--- config.mk ---
export PLATFORM = sky130hd
export DESIGN_NAME = day_serial_calendar_unit_core_flat
export DESIGN_NICKNAME = d
export VERILOG_FILES = /design/src/hw/rtl/dscu_pkg.sv /design/src/hw/rtl/dscu_if.sv /design/src/hw/rtl/dscu_alu.sv /design/src/hw/rtl/dscu_seq.sv /design/src/hw/rtl/day_serial_calendar_unit_core.sv /design/src/flat_wrapper.sv
export SDC_FILE = /design/constraint.sdc
export NUM_CORES = 2
export LEC_CHECK = 0
export ABC_CLOCK_PERIOD_IN_PS = 30000
export BUFFER_PORTS_ARGS = -buffer_cell sky130_fd_sc_hd__buf_2
export CAP_MARGIN = 40
export CORE_UTILIZATION = 60
export CTS_CLUSTER_DIAMETER = 50
export CTS_CLUSTER_SIZE = 16
export DETAILED_ROUTE_END_ITERATION = 8
export PLACE_DENSITY_LB_ADDON = 0.15
export SLEW_MARGIN = 15
export SYNTH_ARGS = -nofsm -noshare
export SYNTH_HDL_FRONTEND = slang
export SYNTH_SLANG_ARGS = --single-unit
--- constraint.sdc ---
create_clock -name clk -period 30 [get_ports clk]
set_clock_uncertainty 0.15 [all_clocks]
set_input_delay 0 -clock clk [delete_from_list [all_inputs] [get_ports clk]]
set_output_delay 0 -clock clk [all_outputs]
set_load 0.005 [all_outputs]
--- src/hw/rtl/dscu_pkg.sv ---
// Shared types, constants and calendar helper functions for the day serial calendar unit.
package dscu_pkg;

	localparam int unsigned BASE_YEAR   = 1870;
	localparam int unsigned LAST_YEAR   = 9999;
	localparam int unsigned QUAD_DAYS   = 365 * 4 + 1;
	localparam int unsigned LAST_SERIAL = (LAST_YEAR - BASE_YEAR) * 365
		+ (LAST_YEAR - BASE_YEAR + 1) / 4 + 365;

	localparam int unsigned SERIAL_W = 22;
	localparam int unsigned YEAR_W   = 14;
	localparam int unsigned COUNT_W  = 16;
	localparam int unsigned ALU_W    = 24;
	localparam int unsigned QUO_W    = 14;

	// ceil(2^32 / 1461), exact for any 22-bit dividend
	localparam int unsigned RECIP_QUAD     = 2939745;
	localparam int unsigned RECIP_QUAD_SH  = 32;
	// ceil(2^17 / 3), exact for any 16-bit dividend
	localparam int unsigned RECIP_THIRD    = 43691;
	localparam int unsigned RECIP_THIRD_SH = 17;

	typedef enum logic [2:0] {
		ACT_COMPOSE    = 3'd0,
		ACT_DECOMPOSE  = 3'd1,
		ACT_ADD_MONTHS = 3'd2,
		ACT_SUB_MONTHS = 3'd3,
		ACT_ADD_YEARS  = 3'd4,
		ACT_SUB_YEARS  = 3'd5
	} dscu_action_t;

	typedef enum logic [1:0] {
		ST_OK      = 2'd0,
		ST_EMPTY   = 2'd1,
		ST_INVALID = 2'd2
	} dscu_status_t;

	typedef enum logic [3:0] {
		S_IDLE,
		S_DIV,
		S_DREM,
		S_YEAR,
		S_MONTH,
		S_STEP,
		S_MEND,
		S_SER_MUL,
		S_SER_ADD,
		S_DONE
	} dscu_state_t;

	typedef struct packed {
		logic [2:0]          action;
		logic [5:0]          in_day;
		logic [3:0]          in_month;
		logic [YEAR_W-1:0]   in_year;
		logic [SERIAL_W-1:0] in_serial;
		logic [COUNT_W-1:0]  step_count;
	} dscu_req_t;

	typedef struct packed {
		logic [SERIAL_W-1:0] serial;
		logic [4:0]          day;
		logic [3:0]          month;
		logic [YEAR_W-1:0]   year;
		dscu_status_t        status;
	} dscu_res_t;

	typedef struct packed {
		logic [ALU_W-1:0] diff;
		logic             ge;
		logic             gt;
	} dscu_alu_res_t;

	function automatic logic is_leap(input logic [YEAR_W-1:0] y);
		return (y[1:0] == 2'b00);
	endfunction

	// m is 1..12
	function automatic logic [4:0] month_len(input logic [3:0] m, input logic leap);
		logic [4:0] len;
		case (m)
			4'd2:                      len = leap ? 5'd29 : 5'd28;
			4'd4, 4'd6, 4'd9, 4'd11:   len = 5'd30;
			default:                   len = 5'd31;
		endcase
		return len;
	endfunction

	// m is 1..12
	function automatic logic [8:0] days_before(input logic [3:0] m);
		logic [8:0] db;
		case (m)
			4'd1:    db = 9'd0;
			4'd2:    db = 9'd31;
			4'd3:    db = 9'd59;
			4'd4:    db = 9'd90;
			4'd5:    db = 9'd120;
			4'd6:    db = 9'd151;
			4'd7:    db = 9'd181;
			4'd8:    db = 9'd212;
			4'd9:    db = 9'd243;
			4'd10:   db = 9'd273;
			4'd11:   db = 9'd304;
			4'd12:   db = 9'd334;
			default: db = 9'd0;
		endcase
		return db;
	endfunction

endpackage

--- src/hw/rtl/dscu_if.sv ---
// Valid/ready channel interfaces for request and result beats.
interface dscu_in_if;
	logic        valid;
	logic        ready;
	logic [2:0]  action;
	logic [5:0]  in_day;
	logic [3:0]  in_month;
	logic [13:0] in_year;
	logic [21:0] in_serial;
	logic [15:0] step_count;

	modport source (output valid, action, in_day, in_month, in_year, in_serial,
		step_count, input ready);
	modport sink (input valid, action, in_day, in_month, in_year, in_serial,
		step_count, output ready);
endinterface

interface dscu_out_if;
	logic        valid;
	logic        ready;
	logic [21:0] out_serial;
	logic [4:0]  out_day;
	logic [3:0]  out_month;
	logic [13:0] out_year;
	logic [1:0]  status;

	modport source (output valid, out_serial, out_day, out_month, out_year, status,
		input ready);
	modport sink (input valid, out_serial, out_day, out_month, out_year, status,
		output ready);
endinterface

--- src/hw/rtl/dscu_alu.sv ---
// Shared subtract/compare unit used by the remainder, year-walk, month-walk and step states of the sequencer.
module dscu_alu (
	input  logic [dscu_pkg::ALU_W-1:0] a,
	input  logic [dscu_pkg::ALU_W-1:0] b,
	output dscu_pkg::dscu_alu_res_t    res
);
	import dscu_pkg::*;

	logic [ALU_W:0] wide;

	assign wide     = {1'b0, a} - {1'b0, b};
	assign res.diff = wide[ALU_W-1:0];
	assign res.ge   = ~wide[ALU_W];
	assign res.gt   = ~wide[ALU_W] & (wide[ALU_W-1:0] != '0);
endmodule

--- src/hw/rtl/dscu_seq.sv ---
// Sequencer and datapath registers: divide, year/month walk, stepping and serial build.
module dscu_seq (
	input  logic                clk,
	input  logic                arst_n,
	input  logic                start,
	input  dscu_pkg::dscu_req_t req,
	output logic                idle,
	output logic                done,
	input  logic                ack,
	output dscu_pkg::dscu_res_t res
);
	import dscu_pkg::*;

	dscu_state_t state_q, state_d;

	logic [2:0]          act_q, act_d;
	logic [COUNT_W-1:0]  cnt_q, cnt_d;
	logic [5:0]          d_q, d_d;
	logic [3:0]          m_q, m_d;
	logic [YEAR_W-1:0]   y_q, y_d;
	logic [ALU_W-1:0]    rem_q, rem_d;
	logic [QUO_W-1:0]    quo_q, quo_d;
	logic                div12_q, div12_d;
	logic                eom_q, eom_d;
	logic [SERIAL_W-1:0] ser_q, ser_d;
	logic [SERIAL_W-1:0] prod_q, prod_d;
	dscu_res_t           res_q, res_d;

	logic [ALU_W-1:0] alu_a, alu_b;
	dscu_alu_res_t    alu_res;

	logic [12:0]         ydiff;
	logic [16:0]         idx0;
	logic [17:0]         idx_add;
	logic [16:0]         ny_sum;
	logic [YEAR_W-1:0]   ny_step;
	logic [14:0]         nyw;
	logic [3:0]          nm;
	logic [4:0]          nlen;
	logic [SERIAL_W-1:0] ser_sum;
	logic [43:0]         quad_prod;
	logic [31:0]         third_prod;
	logic [QUO_W-1:0]    div_quo;

	dscu_alu u_alu (
		.a   (alu_a),
		.b   (alu_b),
		.res (alu_res)
	);

	assign ydiff     = 13'(y_q - YEAR_W'(BASE_YEAR));
	assign idx0      = 17'({ydiff, 3'b000}) + 17'({ydiff, 2'b00}) + 17'(m_q - 4'd1);
	assign idx_add   = 18'(idx0) + 18'(cnt_q);
	assign ny_sum    = 17'(y_q) + 17'(cnt_q);
	assign ny_step   = (act_q == ACT_ADD_YEARS) ? ny_sum[YEAR_W-1:0] : y_q - cnt_q[YEAR_W-1:0];
	assign nyw       = 15'(BASE_YEAR) + 15'(quo_q);
	assign nm        = rem_q[3:0] + 4'd1;
	assign nlen      = month_len(nm, is_leap(nyw[YEAR_W-1:0]));
	assign ser_sum   = prod_q
		+ SERIAL_W'((y_q - YEAR_W'(BASE_YEAR - 1)) >> 2)
		+ SERIAL_W'(days_before(m_q))
		+ SERIAL_W'(d_q)
		+ SERIAL_W'(is_leap(y_q) && (m_q > 4'd2));

	// divide by 1461 by reciprocal multiply, and by 12 as (x >> 2) / 3
	assign quad_prod  = 44'(rem_q[SERIAL_W-1:0]) * 44'(RECIP_QUAD);
	assign third_prod = 32'(rem_q[17:2]) * 32'(RECIP_THIRD);
	assign div_quo    = div12_q ? QUO_W'(third_prod >> RECIP_THIRD_SH)
		: QUO_W'(quad_prod >> RECIP_QUAD_SH);

	always_comb begin
		alu_a = '0;
		alu_b = '0;
		case (state_q)
			S_DREM: begin
				alu_a = rem_q;
				alu_b = div12_q ? ALU_W'(quo_q) * ALU_W'(12)
					: ALU_W'(quo_q) * ALU_W'(QUAD_DAYS);
			end
			S_YEAR: begin
				alu_a = rem_q;
				alu_b = ALU_W'(365) + ALU_W'(is_leap(y_q));
			end
			S_MONTH: begin
				alu_a = rem_q;
				alu_b = ALU_W'(month_len(m_q, is_leap(y_q)));
			end
			S_STEP: begin
				if (act_q == ACT_SUB_MONTHS) begin
					alu_a = ALU_W'(idx0);
				end else begin
					alu_a = ALU_W'(ydiff);
				end
				alu_b = ALU_W'(cnt_q);
			end
			default: begin
				alu_a = '0;
				alu_b = '0;
			end
		endcase
	end

	always_comb begin
		state_d = state_q;
		act_d   = act_q;
		cnt_d   = cnt_q;
		d_d     = d_q;
		m_d     = m_q;
		y_d     = y_q;
		rem_d   = rem_q;
		quo_d   = quo_q;
		div12_d = div12_q;
		eom_d   = eom_q;
		ser_d   = ser_q;
		prod_d  = prod_q;
		res_d   = res_q;
		idle    = 1'b0;
		done    = 1'b0;

		case (state_q)
			S_IDLE: begin
				idle = 1'b1;
				if (start) begin
					act_d   = req.action;
					cnt_d   = req.step_count;
					d_d     = req.in_day;
					m_d     = req.in_month;
					y_d     = req.in_year;
					ser_d   = req.in_serial;
					rem_d   = ALU_W'(req.in_serial);
					quo_d   = '0;
					div12_d = 1'b0;
					res_d   = '{serial: '0, day: '0, month: '0, year: '0, status: ST_INVALID};
					if (req.action > ACT_SUB_YEARS) begin
						state_d = S_DONE;
					end else if (req.action == ACT_COMPOSE) begin
						if (req.in_month < 4'd1 || req.in_month > 4'd12 ||
							req.in_day < 6'd1 || req.in_day > 6'd31 ||
							req.in_year < YEAR_W'(BASE_YEAR) ||
							req.in_year > YEAR_W'(LAST_YEAR)) begin
							state_d = S_DONE;
						end else begin
							state_d = S_SER_MUL;
						end
					end else if (req.in_serial <= SERIAL_W'(1)) begin
						res_d.status = ST_EMPTY;
						state_d      = S_DONE;
					end else if (req.in_serial > SERIAL_W'(LAST_SERIAL)) begin
						state_d = S_DONE;
					end else begin
						state_d = S_DIV;
					end
				end
			end

			// quotient by reciprocal multiply, remainder on the shared subtractor
			S_DIV: begin
				quo_d   = div_quo;
				state_d = S_DREM;
			end

			S_DREM: begin
				rem_d   = alu_res.diff;
				state_d = div12_q ? S_MEND : S_YEAR;
				if (!div12_q) begin
					y_d = YEAR_W'(BASE_YEAR) + {quo_q[11:0], 2'b00};
				end
			end

			S_YEAR: begin
				if (alu_res.gt) begin
					rem_d = alu_res.diff;
					y_d   = y_q + YEAR_W'(1);
				end else begin
					if (rem_q == '0) begin
						y_d   = y_q - YEAR_W'(1);
						rem_d = ALU_W'(365);
					end
					m_d     = 4'd1;
					state_d = S_MONTH;
				end
			end

			S_MONTH: begin
				if (m_q < 4'd12 && alu_res.gt) begin
					rem_d = alu_res.diff;
					m_d   = m_q + 4'd1;
				end else begin
					d_d = rem_q[5:0];
					if (act_q == ACT_COMPOSE || act_q == ACT_DECOMPOSE) begin
						res_d   = '{serial: ser_q, day: rem_q[4:0], month: m_q,
							year: y_q, status: ST_OK};
						state_d = S_DONE;
					end else begin
						state_d = S_STEP;
					end
				end
			end

			S_STEP: begin
				eom_d   = (d_q == 6'(month_len(m_q, is_leap(y_q))));
				quo_d   = '0;
				div12_d = 1'b1;
				case (act_q)
					ACT_ADD_MONTHS: begin
						rem_d   = ALU_W'(idx_add);
						state_d = S_DIV;
					end
					ACT_SUB_MONTHS: begin
						rem_d   = alu_res.diff;
						state_d = alu_res.ge ? S_DIV : S_DONE;
					end
					ACT_ADD_YEARS, ACT_SUB_YEARS: begin
						if ((act_q == ACT_ADD_YEARS && ny_sum > 17'(LAST_YEAR)) ||
							(act_q == ACT_SUB_YEARS && !alu_res.ge)) begin
							state_d = S_DONE;
						end else begin
							y_d     = ny_step;
							state_d = S_SER_MUL;
							if (m_q == 4'd2 && d_q == 6'd29 && !is_leap(ny_step)) begin
								d_d = 6'd1;
								m_d = 4'd3;
							end
						end
					end
					default: begin
						state_d = S_DONE;
					end
				endcase
			end

			S_MEND: begin
				if (nyw > 15'(LAST_YEAR)) begin
					state_d = S_DONE;
				end else begin
					y_d = nyw[YEAR_W-1:0];
					m_d = nm;
					if (eom_q || d_q >= 6'(nlen)) begin
						d_d = 6'(nlen);
					end
					state_d = S_SER_MUL;
				end
			end

			S_SER_MUL: begin
				prod_d  = SERIAL_W'(ydiff) * SERIAL_W'(365);
				state_d = S_SER_ADD;
			end

			S_SER_ADD: begin
				ser_d = ser_sum;
				if (ser_sum <= SERIAL_W'(1)) begin
					res_d.status = ST_EMPTY;
					state_d      = S_DONE;
				end else if (act_q == ACT_COMPOSE) begin
					rem_d   = ALU_W'(ser_sum);
					quo_d   = '0;
					div12_d = 1'b0;
					state_d = S_DIV;
				end else begin
					res_d   = '{serial: ser_sum, day: d_q[4:0], month: m_q,
						year: y_q, status: ST_OK};
					state_d = S_DONE;
				end
			end

			S_DONE: begin
				done = 1'b1;
				if (ack) begin
					state_d = S_IDLE;
				end
			end

			default: begin
				state_d = S_IDLE;
			end
		endcase
	end

	always_ff @(posedge clk or negedge arst_n) begin
		if (!arst_n) begin
			state_q <= S_IDLE;
		end else begin
			state_q <= state_d;
		end
	end

	always_ff @(posedge clk) begin
		act_q   <= act_d;
		cnt_q   <= cnt_d;
		d_q     <= d_d;
		m_q     <= m_d;
		y_q     <= y_d;
		rem_q   <= rem_d;
		quo_q   <= quo_d;
		div12_q <= div12_d;
		eom_q   <= eom_d;
		ser_q   <= ser_d;
		prod_q  <= prod_d;
		res_q   <= res_d;
	end

	assign res = res_q;

endmodule

--- src/hw/rtl/day_serial_calendar_unit_core.sv ---
// Top level of the day serial calendar unit: handshakes, sequencer and result register.
// One request at a time; ready only while the sequencer is idle, so a new request is
// taken only after the previous result has been loaded into the output register.
// Requests rejected on entry go straight to the result; decompose, compose, year steps
// and month steps use reciprocal divides (quotient, then remainder) plus up to 4 year
// and 12 month walk steps; later range failures end the operation early.
// Reset clears the sequencer state and the result valid flag; no clearing pass.
module day_serial_calendar_unit_core (
	input  logic       clk,
	input  logic       arst_n,
	dscu_in_if.sink    in_bus,
	dscu_out_if.source out_bus
);
	import dscu_pkg::*;

	dscu_req_t req;
	dscu_res_t seq_res;
	dscu_res_t out_res_q;
	logic      out_valid_q;
	logic      seq_idle;
	logic      seq_done;
	logic      take;

	assign req = '{action: in_bus.action, in_day: in_bus.in_day, in_month: in_bus.in_month,
		in_year: in_bus.in_year, in_serial: in_bus.in_serial,
		step_count: in_bus.step_count};

	assign in_bus.ready = seq_idle;

	dscu_seq u_seq (
		.clk    (clk),
		.arst_n (arst_n),
		.start  (in_bus.valid && seq_idle),
		.req    (req),
		.idle   (seq_idle),
		.done   (seq_done),
		.ack    (take),
		.res    (seq_res)
	);

	// load the result beat when the output slot is free or draining
	assign take = seq_done && (!out_valid_q || out_bus.ready);

	always_ff @(posedge clk or negedge arst_n) begin
		if (!arst_n) begin
			out_valid_q <= 1'b0;
		end else if (take) begin
			out_valid_q <= 1'b1;
		end else if (out_bus.ready) begin
			out_valid_q <= 1'b0;
		end
	end

	always_ff @(posedge clk) begin
		if (take) begin
			out_res_q <= seq_res;
		end
	end

	assign out_bus.valid      = out_valid_q;
	assign out_bus.out_serial = out_res_q.serial;
	assign out_bus.out_day    = out_res_q.day;
	assign out_bus.out_month  = out_res_q.month;
	assign out_bus.out_year   = out_res_q.year;
	assign out_bus.status     = out_res_q.status;

endmodule
--- src/flat_wrapper.sv ---
// flat-port wrapper written by rule: the top's interface ports become plain ports
module day_serial_calendar_unit_core_flat import dscu_pkg::*;
  (clk, arst_n, in_bus_valid, in_bus_action, in_bus_in_day, in_bus_in_month, in_bus_in_year, in_bus_in_serial, in_bus_step_count, in_bus_ready, out_bus_valid, out_bus_out_serial, out_bus_out_day, out_bus_out_month, out_bus_out_year, out_bus_status, out_bus_ready);
  dscu_in_if in_bus_i ();
  dscu_out_if out_bus_i ();
  input  logic clk;
  input  logic arst_n;
  input wire logic [$bits(in_bus_i.valid)-1:0] in_bus_valid;
  input wire logic [$bits(in_bus_i.action)-1:0] in_bus_action;
  input wire logic [$bits(in_bus_i.in_day)-1:0] in_bus_in_day;
  input wire logic [$bits(in_bus_i.in_month)-1:0] in_bus_in_month;
  input wire logic [$bits(in_bus_i.in_year)-1:0] in_bus_in_year;
  input wire logic [$bits(in_bus_i.in_serial)-1:0] in_bus_in_serial;
  input wire logic [$bits(in_bus_i.step_count)-1:0] in_bus_step_count;
  output wire logic [$bits(in_bus_i.ready)-1:0] in_bus_ready;
  output wire logic [$bits(out_bus_i.valid)-1:0] out_bus_valid;
  output wire logic [$bits(out_bus_i.out_serial)-1:0] out_bus_out_serial;
  output wire logic [$bits(out_bus_i.out_day)-1:0] out_bus_out_day;
  output wire logic [$bits(out_bus_i.out_month)-1:0] out_bus_out_month;
  output wire logic [$bits(out_bus_i.out_year)-1:0] out_bus_out_year;
  output wire logic [$bits(out_bus_i.status)-1:0] out_bus_status;
  input wire logic [$bits(out_bus_i.ready)-1:0] out_bus_ready;
  assign in_bus_i.valid = in_bus_valid;
  assign in_bus_i.action = in_bus_action;
  assign in_bus_i.in_day = in_bus_in_day;
  assign in_bus_i.in_month = in_bus_in_month;
  assign in_bus_i.in_year = in_bus_in_year;
  assign in_bus_i.in_serial = in_bus_in_serial;
  assign in_bus_i.step_count = in_bus_step_count;
  assign in_bus_ready = in_bus_i.ready;
  assign out_bus_valid = out_bus_i.valid;
  assign out_bus_out_serial = out_bus_i.out_serial;
  assign out_bus_out_day = out_bus_i.out_day;
  assign out_bus_out_month = out_bus_i.out_month;
  assign out_bus_out_year = out_bus_i.out_year;
  assign out_bus_status = out_bus_i.status;
  assign out_bus_i.ready = out_bus_ready;
  day_serial_calendar_unit_core u_core (.clk(clk), .arst_n(arst_n), .in_bus(in_bus_i), .out_bus(out_bus_i));
endmodule
==> flow_summary.json <==
{
  "clock-root-buffer": "clkbuf_16",
  "grtUsageTotal_pct": 34.87,
  "routabilityCongestion": 0.9866,
  "pre_cts_slack_ns": 18.65,
  "dr_total_vias": 28323,
  "drcViolationCount": 30,
  "die_y_microns": 247.4,
  "arrival_ns": 11.64,
  "max_freq_ghz": 0.08695,
  "hp-class": "in -> reg",
  "maxCapViolCount": 0,
  "first_pass_iters": 8,
  "dp_hpwl_mm": 87.32,
  "cp-end-kind": "flip-flop",
  "min_period_over_period_pct": 38.34,
  "finalSetupViolCount": 0,
  "ys_seq_area_share_pct": 19.21,
  "postSynthCellCount": 3759,
  "crit_type": "reg -> reg",
  "cts_tree": "built",
  "area_delta_synth_final_pct": 9.363,
  "tns_ns": 0,
  "critical-path-max-stage-delay_ns": 0.58,
  "worst_ep_required_time_ns": 30.14,
  "fp.dieW_microns": 247.4,
  "syn_nets": 4856,
  "wl_per_cell_microns": 22.15,
  "clk_pin_slew_ns": 0.05,
  "rows": 89,
  "antenna_found_initial": 1,
  "routed_wl_mm": 104.9,
  "grt_setup_unrepaired": "false",
  "grt_max_degree": 48,
  "synth_ff_type": "edfxtp_1",
  "cts_buffers": 27,
  "ys_warn_count": 0,
  "dieArea_sq_um": 61210,
  "cts.repair.resized": 0,
  "drt-initial-drc-count": 2611,
  "postSynthAreaPerCell_sq_um": 9.613,
  "slowest_stage": "edfxtp_1",
  "fillers": 4824,
  "gr-total-overflow": 0,
  "synthArstFlopShare_pct": 2.128,
  "io_buffers": 117,
  "viasPerCell": 5.980,
  "coreArea_sq_um": 59240,
  "synth_edf_count": 221,
  "violations": "DRC",
  "fin_crit_ns": 11.50,
  "drive_above_1_share_pct": 6.211,
  "yosysUniqueCellTypes": 96,
  "drv_slew": 0,
  "relSlewSlack_pct": 39.56,
  "worst_slew_pin_slew_ns": 0.8985,
  "grt_pass1_vias": 27987,
  "design_area_sq_um": 39520,
  "start_kind": "flip-flop",
  "clock_latency_ns": 0.59,
  "io_pins": 118,
  "clock_path_buffers": 3,
  "mappedNetlistArea_sq_um": 36140,
  "critPathMaxFanout": 16,
  "final_nets": 5037,
  "dpl-instance-area_sq_um": 37670,
  "fin_ws_ns": 18.50,
  "h-tree-depth": 1,
  "post-route-util_pct": 66.71,
  "clock-sinks": 235,
  "ant_nets": 0,
  "hold_viol": 0,
  "initial_core_util_pct": 61.00,
  "status": "complete, but fails checks",
  "grt_pass1_wl_mm": 161.2,
  "ys_ff_latch": 235
}
==> worst paths after layout <==
| path | start | end | slack (ns) | cells past startpoint |
|---|---|---|---|---|
| setup / recovery | u_core.u_seq.quo_q[7] | u_core.u_seq.y_q[13] | 18.50 | 45 |
| hold / removal | in_bus_step_count[11] | u_core.u_seq.cnt_q[11] | 0.01 | 2 |
| setup reg to reg | u_core.u_seq.quo_q[7] | u_core.u_seq.y_q[13] | 18.50 | 45 |
| hold reg to reg | u_core.u_seq.res[43] | u_core.out_bus.out_serial[18] | 0.27 | 0 |
| max in group asynchronous | arst_n | u_core.u_seq.state_q[1] | 29.05 | 3 |
| min in group asynchronous | arst_n | u_core.out_bus.valid | 0.32 | 3 |
==> sequential cells by signal, summed over array words and instances (netlist names), named ones only <==
register	cells
u_core.u_seq.act_q	3
u_core.u_seq.rem_q	24
u_core.u_seq.res	47
u_core.u_seq.m_q	4
u_core.u_seq.state_q	4
u_core.out_bus.out_serial	22
u_core.out_bus.status	2
u_core.u_seq.div12_q	1
u_core.u_seq.prod_q	22
u_core.u_seq.quo_q	14
u_core.u_seq.eom_q	1
u_core.u_seq.y_q	14
u_core.u_seq.d_q	6
u_core.out_bus.valid	1
u_core.out_bus.out_day	5
u_core.out_bus.out_month	4
u_core.u_seq.cnt_q	16
u_core.out_bus.out_year	14
u_core.u_seq.ser_q	22
==> routing by layer <==
layer	vias up	GRT usage, %	part of all wire [%]
li1	13071	-	-
met1	13706	51.37	44
met2	1334	52.81	43
met3	210	6.239	9.7
met4	2	9.094	3.1
met5	-	0	0.012
==> timing repair <==
action,CTS,global route
setup buffers,0,0
hold buffers,84,0
hold endpoints to repair,104,0
==> synthesized netlist by cell type (18+ instances only) <==
library cell    n  area share [%]
nor2_1        216             2.2
a21oi_1       186             2.6
edfxtp_1      221              18
a211oi_1       19            0.39
clkbuf_1       58            0.60
o21bai_1       28            0.58
inv_1         731             7.6
a21o_1         69             1.4
nand4_1        22            0.38
nand2_1       218             2.3
nor2b_1        39            0.68
nand3_1        33            0.46
ha_1          639              22
fa_1          389              22
o31ai_1        19            0.39
o22ai_1        25            0.43
nor4_1         18            0.31
o21a_1         30            0.62
xnor2_1       142             3.4
nand2b_1       38            0.66
or2_2          18            0.31
nor3_1         54            0.75
o21ai_0       141             2.0
a31oi_1        19            0.33
a221oi_1       23            0.56
and3_1         19            0.33
xor2_1         64             1.6
==> cell usage in the layout, fill, tap and decap left out, types with 9 or more instances in the layout <==
cell type      instances
inv_1                731
ha_1                 639
fa_1                 389
edfxtp_1             221
nand2_1              218
nor2_1               214
a21oi_1              185
xnor2_1              142
o21ai_0              141
buf_2                117
dlygate4sd3_1         84
a21o_1                69
xor2_1                64
nor3_1                53
nor2b_1               39
nand2b_1              38
nand3_1               33
o21a_1                30
o21bai_1              28
clkbuf_16             27
o22ai_1               25
a221oi_1              23
nand4_1               22
buf_4                 22
and3_1                19
a31oi_1               19
o31ai_1               19
a211oi_1              19
or2_2                 18
nor4_1                18
o211ai_1              16
and2_1                15
a21boi_0              15
o221ai_1              14
or3_1                 14
mux2i_1               14
a22oi_1               10
dfxtp_1                9
==> per-stage QoR <==
stage / hold slack, ns / instances
3_5_place_dp: -0.2822 / 4600
2_1_floorplan: -0.4456 / 3759
5_1_grt: 0.005215 / 4734
6_report: 0.01409 / 4736
4_1_cts: 0.004502 / 4734
3_3_place_gp: -0.2866 / 4589
==> layout make-up <==
type                            count  area, sq um  share of cell area [%]
Multi-Input combinational cell   2711        26140                   66.14
Sequential cell                   235         6942                   17.57
Inverter                          735         2759                   6.981
Timing Repair Buffer              230         1702                   4.306
Tap cell                          773        967.2                   2.447
Clock buffer                       36        729.5                   1.846
Clock inverter                     14        277.8                  0.7029
Antenna cell                        2        5.005                 0.01266
==> worst max-delay path: cells and delay by family (launching register included) <==
family	cells	cell delay, ns
AO/OA/AOI/OAI	19	3.80
adder cells (fa/ha/maj)	8	3.55
AND/OR/NAND/NOR	8	1.64
buffers and inverters	6	0.73
flip-flops	1	0.58
XOR/XNOR	3	0.49
multiplexers	1	0.26
==> cells by family after synthesis <==
logic type      Yosys count  share of synthesized area, %
compound gates          717                         13.20
xor+xnor                206                         4.993
fa+ha+maj              1028                         43.68
buf+inv                 813                         8.532
flops                   235                         19.21
mux                      21                        0.6474
simple gates            739                         9.743
Power is left out: the tool's default activity adds up to more than one toggle a clock period on the data nets, which glitch-free logic cannot reach.
